===== src/hdl/bta_pkg.sv =====
// Shared types, constants and helpers for the boundary tag allocator.
// No dependencies; bta_front, bta_back and the core import this package.
`timescale 1ns / 1ps
`default_nettype none

package bta_pkg;

  localparam int HEAP_UNITS = 4096;
  localparam int UNIT_BYTES = 16;
  localparam int UNIT_SHIFT = $clog2(UNIT_BYTES);
  localparam int IDX_W      = $clog2(HEAP_UNITS);
  localparam int SIZE_W     = IDX_W + 1;
  localparam int TAG_W      = SIZE_W + 1;
  localparam int PAGE_W     = 13;
  localparam int MIN_BLK    = 4;
  localparam int STEP_LIMIT = 4 * HEAP_UNITS + 16;
  localparam int STEP_W     = $clog2(STEP_LIMIT + 1);
  localparam int WSTEP_W    = $clog2(HEAP_UNITS + 2);
  localparam int PAGE_RESET = 256;

  typedef enum logic [1:0] {
    OP_ALLOC  = 2'd0,
    OP_FREE   = 2'd1,
    OP_RESIZE = 2'd2,
    OP_INIT   = 2'd3
  } bta_op_e;

  typedef enum logic [1:0] {
    ST_OK  = 2'd0,
    ST_OOM = 2'd1,
    ST_BAD = 2'd2
  } bta_status_e;

  typedef enum logic [2:0] {
    K_ALLOC     = 3'd0,
    K_FREE      = 3'd1,
    K_FREE_NULL = 3'd2,
    K_RESIZE    = 3'd3,
    K_INIT      = 3'd4
  } bta_kind_e;

  typedef struct packed {
    logic [1:0]  op;
    logic [15:0] addr;
    logic        addr_is_null;
    logic [15:0] nbytes;
  } bta_req_t;

  typedef struct packed {
    logic [1:0]  status;
    logic [15:0] result_addr;
    logic        result_is_null;
    logic [15:0] copy_from;
    logic [15:0] copy_bytes;
  } bta_rsp_t;

  // Classified command handed from the front queue to the sequencer
  typedef struct packed {
    bta_kind_e         kind;
    logic [SIZE_W-1:0] units;
    logic [15:0]       addr;
  } bta_cmd_t;

  function automatic logic [TAG_W-1:0] mk_tag(input logic [SIZE_W-1:0] size, input logic alloc);
    return {size, alloc};
  endfunction

  function automatic logic [15:0] payload_addr(input logic [IDX_W-1:0] hdr);
    logic [IDX_W+UNIT_SHIFT:0] p;
    p = (IDX_W+UNIT_SHIFT+1)'(hdr) + (IDX_W+UNIT_SHIFT+1)'(1);
    p = p << UNIT_SHIFT;
    return p[15:0];
  endfunction

endpackage

`default_nettype wire


===== src/hdl/bta_front.sv =====
// Front end: accepts requests, classifies them and queues them (two entries).
// Depends on bta_pkg.
`timescale 1ns / 1ps
`default_nettype none

module bta_front (
  input  wire logic              clk_i,
  input  wire logic              rst_ni,
  input  wire logic              start,
  output logic                   busy,
  input  wire bta_pkg::bta_req_t req_i,
  output logic                   cmd_valid_o,
  output bta_pkg::bta_cmd_t      cmd_o,
  input  wire logic              cmd_pop_i
);
  import bta_pkg::*;

  logic [1:0]        cnt_q, cnt_d;
  logic              wptr_q, rptr_q;
  bta_cmd_t          ent_q [2];
  bta_cmd_t          cls;
  logic              push;
  logic [SIZE_W-1:0] req_units;

  assign busy        = (cnt_q == 2'd2);
  assign push        = start && !busy;
  assign cmd_valid_o = (cnt_q != 2'd0);
  assign cmd_o       = ent_q[rptr_q];

  // Units = ceil(nbytes / unit) plus header and footer
  assign req_units = SIZE_W'(req_i.nbytes[15:UNIT_SHIFT]) +
                     SIZE_W'(|req_i.nbytes[UNIT_SHIFT-1:0]) + SIZE_W'(2);

  always_comb begin
    cls.addr  = req_i.addr;
    cls.units = req_units;
    cls.kind  = K_ALLOC;
    unique case (bta_op_e'(req_i.op))
      OP_ALLOC: cls.kind = K_ALLOC;
      OP_FREE:  cls.kind = req_i.addr_is_null ? K_FREE_NULL : K_FREE;
      OP_RESIZE: cls.kind = req_i.addr_is_null ? K_ALLOC : K_RESIZE;
      OP_INIT:  cls.kind = K_INIT;
      default:  cls.kind = K_INIT;
    endcase
    if (cls.kind == K_ALLOC && req_units < SIZE_W'(MIN_BLK)) begin
      cls.units = SIZE_W'(MIN_BLK);
    end
  end

  always_comb begin
    cnt_d = cnt_q;
    if (push && !cmd_pop_i) begin
      cnt_d = cnt_q + 2'd1;
    end else if (!push && cmd_pop_i) begin
      cnt_d = cnt_q - 2'd1;
    end
  end

  always_ff @(posedge clk_i or negedge rst_ni) begin
    if (!rst_ni) begin
      cnt_q  <= 2'd0;
      wptr_q <= 1'b0;
      rptr_q <= 1'b0;
    end else begin
      cnt_q <= cnt_d;
      if (push) begin
        wptr_q <= ~wptr_q;
      end
      if (cmd_pop_i) begin
        rptr_q <= ~rptr_q;
      end
    end
  end

  always_ff @(posedge clk_i) begin
    if (push) begin
      ent_q[wptr_q] <= cls;
    end
  end

endmodule

`default_nettype wire


===== config.mk =====
export PLATFORM = sky130hd
export DESIGN_NAME = bta_front
export DESIGN_NICKNAME = d
export VERILOG_FILES = /design/src/hdl/bta_pkg.sv /design/src/hdl/bta_front.sv
export SDC_FILE = /design/constraint.sdc
export NUM_CORES = 1
export LEC_CHECK = 0
export ABC_AREA = 1
export BUFFER_PORTS_ARGS = -buffer_cell sky130_fd_sc_hd__buf_2
export CAP_MARGIN = 20
export CORE_ASPECT_RATIO = 1.5
export CORE_MARGIN = 4
export CORE_UTILIZATION = 35
export DETAILED_ROUTE_END_ITERATION = 7
export GPL_TIMING_DRIVEN = 0
export PLACE_DENSITY_LB_ADDON = 0.2
export SYNTH_ARGS = -nofsm -noshare
export SYNTH_HDL_FRONTEND = slang
export SYNTH_SLANG_ARGS = --single-unit

===== constraint.sdc =====
create_clock -name clk_i -period 5.6 [get_ports clk_i]
set_input_delay 1.12 -clock clk_i [delete_from_list [all_inputs] [get_ports clk_i]]
set_output_delay 1.12 -clock clk_i [all_outputs]
set_load 0.03 [all_outputs]

==> impl_metrics.env <==
export IMPL_cp_start_kind="input pin"
export IMPL_hp_class="reg -> reg"
export IMPL_arrival_ns=3.10
export IMPL_min_period_ns=3.03
export IMPL_dpl_hpwl_um=4470
export IMPL_cts_sinks=68
export IMPL_wl_per_cell_um=13.6
export IMPL_fin_crit_sh_pct=54.1
export IMPL_hold_violations=0
export IMPL_async_reset_ff_share_pct=5.88
export IMPL_finClkSkew_ns=0.00413
export IMPL_fill_cells=813
export IMPL_synth_top_area_share_pct=62.8
export IMPL_first_iter_violations=63
export IMPL_dp_slack_ns=2.19
export IMPL_clk_path_buf_depth=2
export IMPL_overflow=0
export IMPL_nets=362
export IMPL_syn_avg_cell_area_um2=13.0
export IMPL_design_area_um2=3870
export IMPL_post_cts_resized=0
export IMPL_place_gp_congestion=0.787
export IMPL_syn_to_final_growth_pct=26.5
export IMPL_clkTransAtPathRegs_ns=0.05
export IMPL_yosys_warnings=0
export IMPL_cts_tree="done"
export IMPL_syn_nets=278
export IMPL_slew_headroom_pct=52.7
export IMPL_num_antenna_cells=0
export IMPL_critical_path_class="in -> reg"
export IMPL_drc=0
export IMPL_synth_seq_cells=68
export IMPL_yosysSeqAreaShare_pct=66.1
export IMPL_max_cap_violations=0
export IMPL_status="finished clean"
export IMPL_post_cts_buffers=0
export IMPL_crit_path_end_kind="flop"
export IMPL_power_density_nw_per_um2=499
export IMPL_synth_distinct_cells=27
export IMPL_syn_cell_area_um2=3060
export IMPL_synth_top_cells_by_area="edfxtp_1, mux2_2, nand2_1"
export IMPL_multi_input_area_um2=913
export IMPL_yosys_most_used_dff="edfxtp_1"
export IMPL_drtAntennaViolNets=0
export IMPL_die_w_um=84.3
export IMPL_fp_coreArea_um2=8460
export IMPL_grt_max_degree=20
export IMPL_rows=41
export IMPL_ir_worst_vdd_v=0.000245
export IMPL_viasPerCell=4.57
export IMPL_die_area_um2=10300
export IMPL_chipHeight_um=123
export IMPL_p_total_mw=1.93
export IMPL_crit_required_ns=5.67
export IMPL_synth_edf_count=64
export IMPL_dp_cells=416
export IMPL_slew_viol_final=0
export IMPL_ios=73
export IMPL_cts_buffers=9
export IMPL_ff_latch_area_um2=2020
export IMPL_critPathMaxFanout=3
export IMPL_p_leak_nw=1.59
export IMPL_postPlaceCellArea_um2=3620
export IMPL_rsz0062_at_grt="false"
export IMPL_start_util_pct=36.1
export IMPL_first_pass_iters=4
export IMPL_routed_wl_um=5870
export IMPL_hold_buffers=0
export IMPL_fmax_mhz=330
export IMPL_yosysTopAreaCell="edfxtp_1"
export IMPL_clockRootBuffer="clkbuf_16"
export IMPL_grt_pass1_wl_um=9430
export IMPL_setup_viol=0
export IMPL_htreeDepth=3
export IMPL_synth_most_common_cell="edfxtp_1"
export IMPL_stdcell_count=432
export IMPL_worst_slack_ns=2.57
export IMPL_num_vias=1973
export IMPL_antenna_found_initial=0
export IMPL_synth_common_cells="edfxtp_1, nand2_1, mux2_2"
export IMPL_drive_above_1_share_pct=43.1
export IMPL_tns_ns=0
export IMPL_netlist_instances=236
export IMPL_first_global_vias=1993
export IMPL_port_buffers=71
export IMPL_tightest_slew_ns=0.703
export IMPL_clkLatencyLatePin_ns=0.32
export IMPL_grt_usage_pct=12.3
-- metrics by stage --
| step | hold WS, ns | utilization, % |
|---|---|---|
| 3_5_place_dp | 0.520 | 42.7 |
| 6_report | 0.519 | 45.7 |
| 3_3_place_gp | 0.500 | 41.9 |
| 4_1_cts | 0.528 | 45.7 |
| 2_1_floorplan | 0.482 | - |
| 5_1_grt | 0.572 | 45.7 |
-- sequential cells by signal (all words and copies together), names as in the netlist --
register and flops:
ent_q 64, rptr_q 1, wptr_q 1, cnt_q 2
-- layout by cell type, fill, tap and decap left out, drive strengths merged --
master / synthesis / final
a21oi: 2 / 2
and2: 1 / 1
buf: 4 / 77
clkbuf: 1 / 13
clkinv: 1 / 5
dfrtp: 4 / 4
edfxtp: 64 / 64
ha: 3 / 3
inv: 28 / 28
mux2: 32 / 32
nand2: 41 / 41
nand3: 10 / 10
nand3b: 3 / 3
nand4: 4 / 4
nor2: 26 / 26
o21ai: 5 / 5
o21bai: 2 / 2
or4: 1 / 1
xnor2: 2 / 2
xor2: 2 / 2
-- kinds of logic after synthesis --
logic type | share of synthesized area [%]
AO/OA/AOI/OAI | 1.64
XOR/XNOR | 1.15
adder cells (fa/ha/maj) | 1.23
buffers and inverters | 4.54
flip-flops | 66.1
multiplexers | 11.8
AND/OR/NAND/NOR | 13.6
-- critical path, stage by stage --
cell     delay [ns]
buf_2          0.09
or4_1          0.51
ha_1           0.24
inv_2          0.07
ha_1           0.21
inv_2          0.05
nand2_1        0.13
nor2_2         0.07
nand3_1        0.11
nand3_1        0.09
nor2_1         0.11
nand2_1        0.08
nor2_2         0.15
nor2_1         0.06
-- area by class of cell --
type,instances,area share (%)
repair buffers,73,10.6
flip-flops and latches,68,52.2
well taps,107,3.46
inverters,29,2.81
clock buffers,12,6.11
multi-input cells,134,23.6
clock inverters,4,0.420
plain buffers,5,0.776
-- metal layers --
| metal | up-vias | share of wire [%] | global-route usage, % |
|---|---|---|---|
| met5 | - | 0 | 0 |
| met4 | 0 | 2.3 | 6.63 |
| met3 | 7 | 4.9 | 3.49 |
| met2 | 48 | 56 | 22.7 |
| met1 | 937 | 37 | 12.3 |
| li1 | 981 | - | - |
-- final timing paths --
| check | startpoint | end | slack, ns | cells after the start |
|---|---|---|---|---|
| max | req_i[1] | ent_q[0][17] | 2.57 | 14 |
| min reg2reg | cnt_q[0] | cnt_q[0] | 0.52 | 1 |
| max reg2reg | cnt_q[0] | cnt_q[1] | 3.69 | 6 |
| max in group asynchronous | rst_ni | rptr_q | 4.88 | 1 |
| min in group asynchronous | rst_ni | cnt_q[1] | 0.60 | 1 |
| min | cnt_q[0] | cnt_q[0] | 0.52 | 1 |
-- where the power goes --
group          internal, mW  switching (mW)  total, mW
sequential            0.698          0.0288      0.727
clock                 0.294           0.179      0.473
combinational         0.257           0.473      0.731
total                  1.25           0.681       1.93
Note: power is estimated with default switching activity, not from simulation.
